### src/rtl/rae_pkg.sv
// Package for the register ALU executor: opcode and status codes,
// payload widths and the packed stream layouts.
// No dependencies.
package rae_pkg;

    localparam int OpcodeW  = 8;
    localparam int RegIdxW  = 3;
    localparam int DataW    = 32;
    localparam int StatusW  = 2;

    localparam int InTdataW  = 48;  // 46 payload bits, padded to whole bytes
    localparam int OutTdataW = 72;  // 68 payload bits, padded to whole bytes

    localparam logic [OpcodeW-1:0] OPC_NOP  = 8'h00;
    localparam logic [OpcodeW-1:0] OPC_MOV  = 8'h01;
    localparam logic [OpcodeW-1:0] OPC_ADD  = 8'h02;
    localparam logic [OpcodeW-1:0] OPC_SUB  = 8'h03;
    localparam logic [OpcodeW-1:0] OPC_MUL  = 8'h04;
    localparam logic [OpcodeW-1:0] OPC_CMP  = 8'h07;
    localparam logic [OpcodeW-1:0] OPC_HALT = 8'hFF;

    typedef enum logic [StatusW-1:0] {
        ST_DONE    = 2'd0,
        ST_HALTED  = 2'd1,
        ST_INVALID = 2'd2,
        ST_IGNORED = 2'd3
    } status_t;

    typedef struct packed {
        logic [DataW-1:0]   immediate;
        logic [RegIdxW-1:0] source_reg;
        logic [RegIdxW-1:0] target_reg;
        logic [OpcodeW-1:0] opcode;
    } instr_t;

    typedef struct packed {
        status_t          status;
        logic             greater_flag;
        logic             equal_flag;
        logic [DataW-1:0] last_result;
        logic [DataW-1:0] target_value;
    } result_t;

endpackage

### src/rtl/rae_ram.sv
// Generic RAM: one write port, two read ports with registered read data.
// No dependencies.
module rae_ram #(
    parameter int WIDTH = 32,
    parameter int DEPTH = 8,
    localparam int AddrW = (DEPTH > 1) ? $clog2(DEPTH) : 1
) (
    input  logic                     aclk,
    input  logic                     we,
    input  logic [AddrW-1:0]         waddr,
    input  logic [WIDTH-1:0]         wdata,
    input  logic                     re,
    input  logic [AddrW-1:0]         raddr_a,
    input  logic [AddrW-1:0]         raddr_b,
    output logic [WIDTH-1:0]         rdata_a,
    output logic [WIDTH-1:0]         rdata_b
);
    logic [WIDTH-1:0] mem_reg [DEPTH];

    always_ff @(posedge aclk) begin
        if (we) begin
            mem_reg[waddr] <= wdata;
        end
        if (re) begin
            rdata_a <= mem_reg[raddr_a];
            rdata_b <= mem_reg[raddr_b];
        end
    end

endmodule

### src/rtl/register_alu_executor.sv
// Register ALU executor top level: register file in RAM with valid bits,
// one ALU stage between the operand register and the result register.
// Depends on rae_pkg and rae_ram.
//
// Channel  Dir  Handshake          Payload
// s_       in   s_tvalid/s_tready  s_tdata: opcode, target_reg, source_reg, immediate
// m_       out  m_tvalid/m_tready  m_tdata: target_value, last_result, flags, status
//
// One item per cycle sustained unless m_ stalls; m_tvalid comes from the result register.
// The register file is read at the accept edge and written when the item
// moves into the result register; the last write is forwarded to the operands.
// Reset clears valid bits, flags and the stopped state at once; no clearing pass.
// A stall on m_ holds the result register and backs up into s_tready.
module register_alu_executor
    import rae_pkg::*;
#(
    parameter int NUM_REGS = 8
) (
    input  logic                 aclk,
    input  logic                 aresetn,
    input  logic                 s_tvalid,
    output logic                 s_tready,
    // [7:0] opcode, [10:8] target_reg, [13:11] source_reg, [45:14] immediate
    input  logic [InTdataW-1:0]  s_tdata,
    output logic                 m_tvalid,
    input  logic                 m_tready,
    // [31:0] target_value, [63:32] last_result, [64] equal_flag,
    // [65] greater_flag, [67:66] status
    output logic [OutTdataW-1:0] m_tdata
);
    localparam int AddrW = (NUM_REGS > 1) ? $clog2(NUM_REGS) : 1;

    instr_t           s_instr;
    logic             s_accept;
    logic [4:0]       s_tgt_ext;
    logic [4:0]       s_src_ext;
    logic [AddrW-1:0] s_tgt_addr;
    logic [AddrW-1:0] s_src_addr;

    // operand stage
    logic             in_valid_reg;
    instr_t           in_instr_reg;
    logic             a_valid_reg;
    logic             b_valid_reg;

    // machine state
    logic [NUM_REGS-1:0] reg_valid_reg;
    logic [NUM_REGS-1:0] reg_valid_next;
    logic [DataW-1:0]    last_result_reg;
    logic [DataW-1:0]    last_result_next;
    logic                equal_reg;
    logic                equal_next;
    logic                greater_reg;
    logic                greater_next;
    logic                stopped_reg;
    logic                stopped_next;

    // forwarding of the most recent register write
    logic                fwd_en_reg;
    logic [RegIdxW-1:0]  fwd_idx_reg;
    logic [DataW-1:0]    fwd_data_reg;

    // result stage
    logic                out_valid_reg;
    result_t             out_reg;
    result_t             out_next;

    logic             exec;
    logic [DataW-1:0] ram_a;
    logic [DataW-1:0] ram_b;
    logic [DataW-1:0] op_a;
    logic [DataW-1:0] op_b;
    logic             t_in_range;
    logic             s_in_range;
    logic             wr_en;
    logic [DataW-1:0] wr_data;
    logic [4:0]       t_ext;
    logic [AddrW-1:0] t_addr;
    status_t          status;

    assign s_instr  = instr_t'(s_tdata[$bits(instr_t)-1:0]);
    assign exec     = in_valid_reg && (!out_valid_reg || m_tready);
    assign s_tready = !in_valid_reg || exec;
    assign s_accept = s_tvalid && s_tready;

    assign s_tgt_ext  = 5'(s_instr.target_reg);
    assign s_src_ext  = 5'(s_instr.source_reg);
    assign s_tgt_addr = s_tgt_ext[AddrW-1:0];
    assign s_src_addr = s_src_ext[AddrW-1:0];

    assign t_ext  = 5'(in_instr_reg.target_reg);
    assign t_addr = t_ext[AddrW-1:0];

    rae_ram #(
        .WIDTH (DataW),
        .DEPTH (NUM_REGS)
    ) u_regfile (
        .aclk    (aclk),
        .we      (wr_en),
        .waddr   (t_addr),
        .wdata   (wr_data),
        .re      (s_accept),
        .raddr_a (s_tgt_addr),
        .raddr_b (s_src_addr),
        .rdata_a (ram_a),
        .rdata_b (ram_b)
    );

    // Operand: zero if out of range, else last write, stored entry if ever written, or zero.
    always_comb begin
        t_in_range = 32'(in_instr_reg.target_reg) < NUM_REGS;
        s_in_range = 32'(in_instr_reg.source_reg) < NUM_REGS;
        if (!t_in_range) begin
            op_a = '0;
        end else if (fwd_en_reg && fwd_idx_reg == in_instr_reg.target_reg) begin
            op_a = fwd_data_reg;
        end else if (a_valid_reg) begin
            op_a = ram_a;
        end else begin
            op_a = '0;
        end
        if (!s_in_range) begin
            op_b = '0;
        end else if (fwd_en_reg && fwd_idx_reg == in_instr_reg.source_reg) begin
            op_b = fwd_data_reg;
        end else if (b_valid_reg) begin
            op_b = ram_b;
        end else begin
            op_b = '0;
        end
    end

    always_comb begin
        last_result_next = last_result_reg;
        equal_next       = equal_reg;
        greater_next     = greater_reg;
        stopped_next     = stopped_reg;
        status           = ST_DONE;
        wr_data          = in_instr_reg.immediate;
        wr_en            = 1'b0;
        if (stopped_reg) begin
            status = ST_IGNORED;
        end else begin
            unique case (in_instr_reg.opcode)
                OPC_NOP: begin
                end
                OPC_MOV: begin
                    wr_en = 1'b1;
                end
                OPC_ADD: begin
                    last_result_next = op_a + op_b;
                    wr_data          = last_result_next;
                    wr_en            = 1'b1;
                end
                OPC_SUB: begin
                    last_result_next = op_a - op_b;
                    wr_data          = last_result_next;
                    wr_en            = 1'b1;
                end
                OPC_MUL: begin
                    last_result_next = op_a * op_b;
                    wr_data          = last_result_next;
                    wr_en            = 1'b1;
                end
                OPC_CMP: begin
                    equal_next   = op_a == op_b;
                    greater_next = op_a > op_b;
                end
                OPC_HALT: begin
                    stopped_next = 1'b1;
                    status       = ST_HALTED;
                end
                default: begin
                    stopped_next = 1'b1;
                    status       = ST_INVALID;
                end
            endcase
        end
        // drop writes to registers that do not exist
        wr_en = wr_en && exec && t_in_range;

        reg_valid_next = reg_valid_reg;
        if (wr_en) begin
            reg_valid_next[t_addr] = 1'b1;
        end

        out_next.target_value = wr_en ? wr_data : op_a;
        out_next.last_result  = last_result_next;
        out_next.equal_flag   = equal_next;
        out_next.greater_flag = greater_next;
        out_next.status       = status;
    end

    always_ff @(posedge aclk) begin
        if (!aresetn) begin
            in_valid_reg    <= 1'b0;
            out_valid_reg   <= 1'b0;
            reg_valid_reg   <= '0;
            last_result_reg <= '0;
            equal_reg       <= 1'b0;
            greater_reg     <= 1'b0;
            stopped_reg     <= 1'b0;
            fwd_en_reg      <= 1'b0;
        end else begin
            if (s_accept) begin
                in_valid_reg <= 1'b1;
            end else if (exec) begin
                in_valid_reg <= 1'b0;
            end
            if (exec) begin
                out_valid_reg <= 1'b1;
            end else if (m_tready) begin
                out_valid_reg <= 1'b0;
            end
            if (exec) begin
                reg_valid_reg   <= reg_valid_next;
                last_result_reg <= last_result_next;
                equal_reg       <= equal_next;
                greater_reg     <= greater_next;
                stopped_reg     <= stopped_next;
            end
            if (wr_en) begin
                fwd_en_reg <= 1'b1;
            end
        end
    end

    // payload registers
    always_ff @(posedge aclk) begin
        if (s_accept) begin
            in_instr_reg <= s_instr;
            a_valid_reg  <= reg_valid_reg[s_tgt_addr];
            b_valid_reg  <= reg_valid_reg[s_src_addr];
        end
        if (wr_en) begin
            fwd_idx_reg  <= in_instr_reg.target_reg;
            fwd_data_reg <= wr_data;
        end
        if (exec) begin
            out_reg <= out_next;
        end
    end

    assign m_tvalid = out_valid_reg;
    assign m_tdata  = OutTdataW'(out_reg);

    // ---------------------------------------------------------------------
    // Assertions
    // ---------------------------------------------------------------------
    a_halt_stops: assert property (@(posedge aclk) disable iff (!aresetn)
        exec && !stopped_reg && in_instr_reg.opcode == OPC_HALT |=> stopped_reg)
        else $error("halt did not stop the block");

    a_no_write_stopped: assert property (@(posedge aclk) disable iff (!aresetn)
        stopped_reg |-> !wr_en)
        else $error("register write while stopped");

    a_ignored_status: assert property (@(posedge aclk) disable iff (!aresetn)
        exec && stopped_reg |=> m_tvalid && out_reg.status == ST_IGNORED)
        else $error("item after stop not reported as ignored");

    a_stopped_sticky: assert property (@(posedge aclk) disable iff (!aresetn)
        stopped_reg |=> stopped_reg)
        else $error("stopped state cleared without reset");

endmodule
### config.mk
export PLATFORM = sky130hd
export DESIGN_NAME = register_alu_executor
export DESIGN_NICKNAME = d
export VERILOG_FILES = /design/src/rtl/rae_pkg.sv /design/src/rtl/rae_ram.sv /design/src/rtl/register_alu_executor.sv
export SDC_FILE = /design/constraint.sdc
export NUM_CORES = 2
export LEC_CHECK = 0
export ABC_AREA = 0
export BUFFER_PORTS_ARGS = -buffer_cell sky130_fd_sc_hd__buf_2
export CORE_UTILIZATION = 35
export CTS_BUF_LIST = sky130_fd_sc_hd__clkbuf_8
export DETAILED_ROUTE_END_ITERATION = 7
export GPL_ROUTABILITY_DRIVEN = 1
export PLACE_DENSITY_LB_ADDON = 0.12
export SYNTH_ARGS = -nofsm -noshare
export SYNTH_HDL_FRONTEND = slang
export SYNTH_SLANG_ARGS = --single-unit
### constraint.sdc
create_clock -name aclk -period 10.4 [get_ports aclk]
set_input_delay 2.6 -clock aclk [delete_from_list [all_inputs] [get_ports aclk]]
set_output_delay 2.6 -clock aclk [all_outputs]
set_load 0.1 [all_outputs]
==> parameters.txt <==
Parameter                              Value

STA
  Minimum period implied by the final worst setup slack ... 10.10 ns
  Clock tree skew after final layout ... around 0.053 ns
  Final Hold Violating Endpoints ... 0
  Share of the clock period used by the worst path after layout ... a little over nine tenths
  Pins over their slew limit ... 0
  Unrepaired setup endpoints after global routing ... no
  Slew HR ... around 22%
  Fmax ... 0.09905 GHz
  Setup TNS ... 0 ns
  Transition time of the tightest slew-check pin ... between 1 and 1.5 ns
  Endpoints failing setup ... 0

Setup path
  Data arrival, critical path ... between 10 and 15 ns
  Highest cell delay on the worst timing path ... approximately 0.51 ns
  Maximum fanout count along the critical path ... 10
  Most common cell on crit path ... sky130_fd_sc_hd__fa_1
  Worst setup SP type ... register
  Category of the worst setup path capture point ... register
  Slowest cell on the critical path ... sky130_fd_sc_hd__xnor2_2
  Classification of the worst setup path ... register to register
  Critical path required time ... 10.82 ns

GRT
  Remaining global-route overflow ... 0
  Global-route wire length before repair ... ~210 mm
  Initial antenna violation count ... 5
  Vias in the first global route ... 29330
  Pin count of the biggest net entering global routing ... between 60 and 70
  Global-route total usage across every layer ... around 25%

Layout
  Post-route non-filler standard cell count ... between 5000 and 6000
  Layout area overhead ... 13.06%
  Cell area after layout ... 0.04562 mm2
  Number of nets in the layout ... ~4400
  Fraction of final layout cells with drive strength greater than 1 ... 20.02%
  Number of flip-flops under the largest register name ... roughly 260
  Most frequent standard cell in the layout excluding fill and tap cells ... sky130_fd_sc_hd__edfxtp_1
  Count of filler cells inserted in the layout ... 11170
  Top library cells by usage in the layout, fill and taps aside ... sky130_fd_sc_hd__edfxtp_1, sky130_fd_sc_hd__inv_1, sky130_fd_sc_hd__nor2_1, sky130_fd_sc_hd__fa_1, sky130_fd_sc_hd__nand2_1

CTS
  Num Clock Sinks ... slightly above 500
  CTS tree ... done
  Clock slew at reported path FFs ... about 0.060 ns
  Buffer depth of the longest clock path ... 3
  Worst-skew pair later-pin latency ... ~0.71 ns
  Hold-fix buffers at CTS ... 0
  Number of gates given a new drive strength after cts ... 0
  Buffers inserted by post-CTS timing repair ... 0
  Cell at the root of the clock tree ... sky130_fd_sc_hd__clkbuf_8
  TritonCTS buffer count ... 86
  Count of H-tree levels built during CTS ... 3

Run status
  Outcome ... finished, final reports clean

Synth
  Number of synthesized flops with an enable pin ... 471
  Gate count of the mapped netlist ... roughly 3500
  Top-area cell type share of the netlist area ... a little over a third
  Netlist area before placement ... about 0.04 mm2
  Mean instance size in the synthesized netlist ... 11.51 um2
  Flip-flop cell with the highest count after synthesis ... sky130_fd_sc_hd__edfxtp_1
  Top cells by area in the synthesized netlist ... sky130_fd_sc_hd__edfxtp_1, sky130_fd_sc_hd__fa_1, sky130_fd_sc_hd__mux4_2
  Dominant cell type by area after synthesis ... sky130_fd_sc_hd__edfxtp_1
  Async set or reset register ratio after synthesis ... 0%
  Count of state elements after synthesis ... between 500 and 600
  Yosys Warn Count ... 0
  Sequential fraction of the synthesis area ... 37.33%
  Synth unique cells ... 77

Die
  Std-Cell Core Area ... between 0.1 and 0.15 mm2
  Die extent in x ... 341.5 um
  DIE AREA ... roughly 0.12 mm2
  Number of rows in the core area ... approximately 120
  Initial core utilization ... 35.29%
  Count of pins on the block boundary ... between 100 and 150
  Vert. Die Dim ... about 340 um

Place
  Final HPWL from detailed placement ... 109.4 mm
  Count of input and output buffers ... ~120
  Placed instance area ... about 0.044 mm2
  Number of instances in the placed design ... a little over 5000
  Final GP Congestion ... around 0.96

Detailed routing
  Residual DRC count ... 0
  Number of violations reported at the end of detailed-routing iteration 0 ... 2309
  Via count ... 28360
  Final ANT Viol Nets ... 0
  Number of detailed-routing iterations run before antenna repair ... 5
  Routed length per instance ... 27.04 um
  Via density per instance ... 5.306
  Final WL ... roughly 140 mm

Power and ir drop
  Combinational share of power ... between 20% and 30%
  P per Cell Area ... ~120 mW/mm2
  Leakage power of the design ... 18.57 nW
  Switching Power ... between 1.5 and 2 mW
  Relative contribution of the clock network to total power ... between 30% and 40%
  Design internal power ... roughly 3.7 mW
  Relative contribution of sequential cells to total power ... a little over two fifths
  Pwr Total ... roughly 5.5 mW
  Max IR drop VDD ... around 94 uV
  Switch share ... approximately a third

Hold path
  Hold crit path type ... register to register

Run
  Number of max-cap violations ... 0
==> through the flow <==
stage	worst slack [ns]	hold WS, ns	util, %
after floorplan	1.616	0.4277	-
final	0.3037	0.4660	39.90
after global placement	0.2943	0.4542	38.42
after CTS	0.2472	0.4687	39.89
after global routing	0.01675	0.4885	39.90
after detailed placement	0.3111	0.4601	38.42
==> power by group through the flow <==
stage	Clock [mW]	Sequential [mW]	Combinational, mW
6_report	1.77	2.35	1.36
2_1_floorplan	0	2.47	0.731
3_3_place_gp	0	2.39	1.35
3_5_place_dp	0	2.39	1.34
5_1_grt	1.92	2.35	1.46
4_1_cts	1.83	2.35	1.36
==> cell families after synthesis <==
kind of cell / share of synthesized area, %
XOR/XNOR: 2.797
multiplexers: 9.783
adder cells (fa/ha/maj): 26.11
flip-flops: 37.33
other: 0.009294
AND/OR/NAND/NOR: 9.247
buffers and inverters: 6.422
AO/OA/AOI/OAI: 8.298
==> per-layer routing <==
metal / GRT usage, % / wire length (um)
met5: 0 / 0
met3: 2.861 / 8265
met1: 34.79 / 63300
met4: 8.558 / 5269
met2: 40.45 / 67670
==> worst paths after layout <==
path	from	to	slack, ns	cells after the start
setup reg to reg	fwd_idx_reg[1]	m_tdata[25]	0.30	30
setup / recovery	fwd_idx_reg[1]	m_tdata[25]	0.30	30
hold reg to reg	last_result_reg[13]	last_result_reg[13]	0.47	2
hold / removal	last_result_reg[13]	last_result_reg[13]	0.47	2
==> worst max-delay path, delay by kind of cell (launching register included) <==
family	cells	cell delay, ns
DFF	1	0.46
and+or+nand+nor	4	1.05
muxes	1	0.31
buffers and inverters	4	0.69
AOI/OAI and AO/OA	9	2.34
xor gates and xnor gates	2	0.94
adders and majority gates	10	4.04
==> layout make-up <==
| class | count | area [um2] | area share, % |
|---|---|---|---|
| antenna | 1 | 2.502 | 0.005485 |
| clock buffer | 90 | 1239 | 2.715 |
| clock inverter | 65 | 440.4 | 0.9654 |
| inverter | 484 | 1822 | 3.993 |
| multi-input combinational | 2328 | 22780 | 49.93 |
| sequential | 517 | 15060 | 33.02 |
| tap | 1512 | 1892 | 4.147 |
| timing repair buffer | 347 | 2380 | 5.217 |
==> cell usage after synthesis (20+ instances only) <==
cell type,instances
sky130_fd_sc_hd__dfxtp_1,46
sky130_fd_sc_hd__edfxtp_1,471
sky130_fd_sc_hd__clkbuf_1,125
sky130_fd_sc_hd__o21a_1,53
sky130_fd_sc_hd__o21bai_1,21
sky130_fd_sc_hd__a21o_1,37
sky130_fd_sc_hd__a21oi_1,127
sky130_fd_sc_hd__fa_1,410
sky130_fd_sc_hd__nand2_1,327
sky130_fd_sc_hd__xnor2_1,91
sky130_fd_sc_hd__mux4_2,132
sky130_fd_sc_hd__nor2_1,455
sky130_fd_sc_hd__inv_2,20
sky130_fd_sc_hd__inv_1,444
sky130_fd_sc_hd__mux2_2,75
sky130_fd_sc_hd__and3_1,24
sky130_fd_sc_hd__o21ai_0,60
sky130_fd_sc_hd__xor2_1,23
sky130_fd_sc_hd__buf_1,25
sky130_fd_sc_hd__ha_1,186
sky130_fd_sc_hd__a41oi_1,25
No activity file was read; power rests on OpenSTA's default activity.
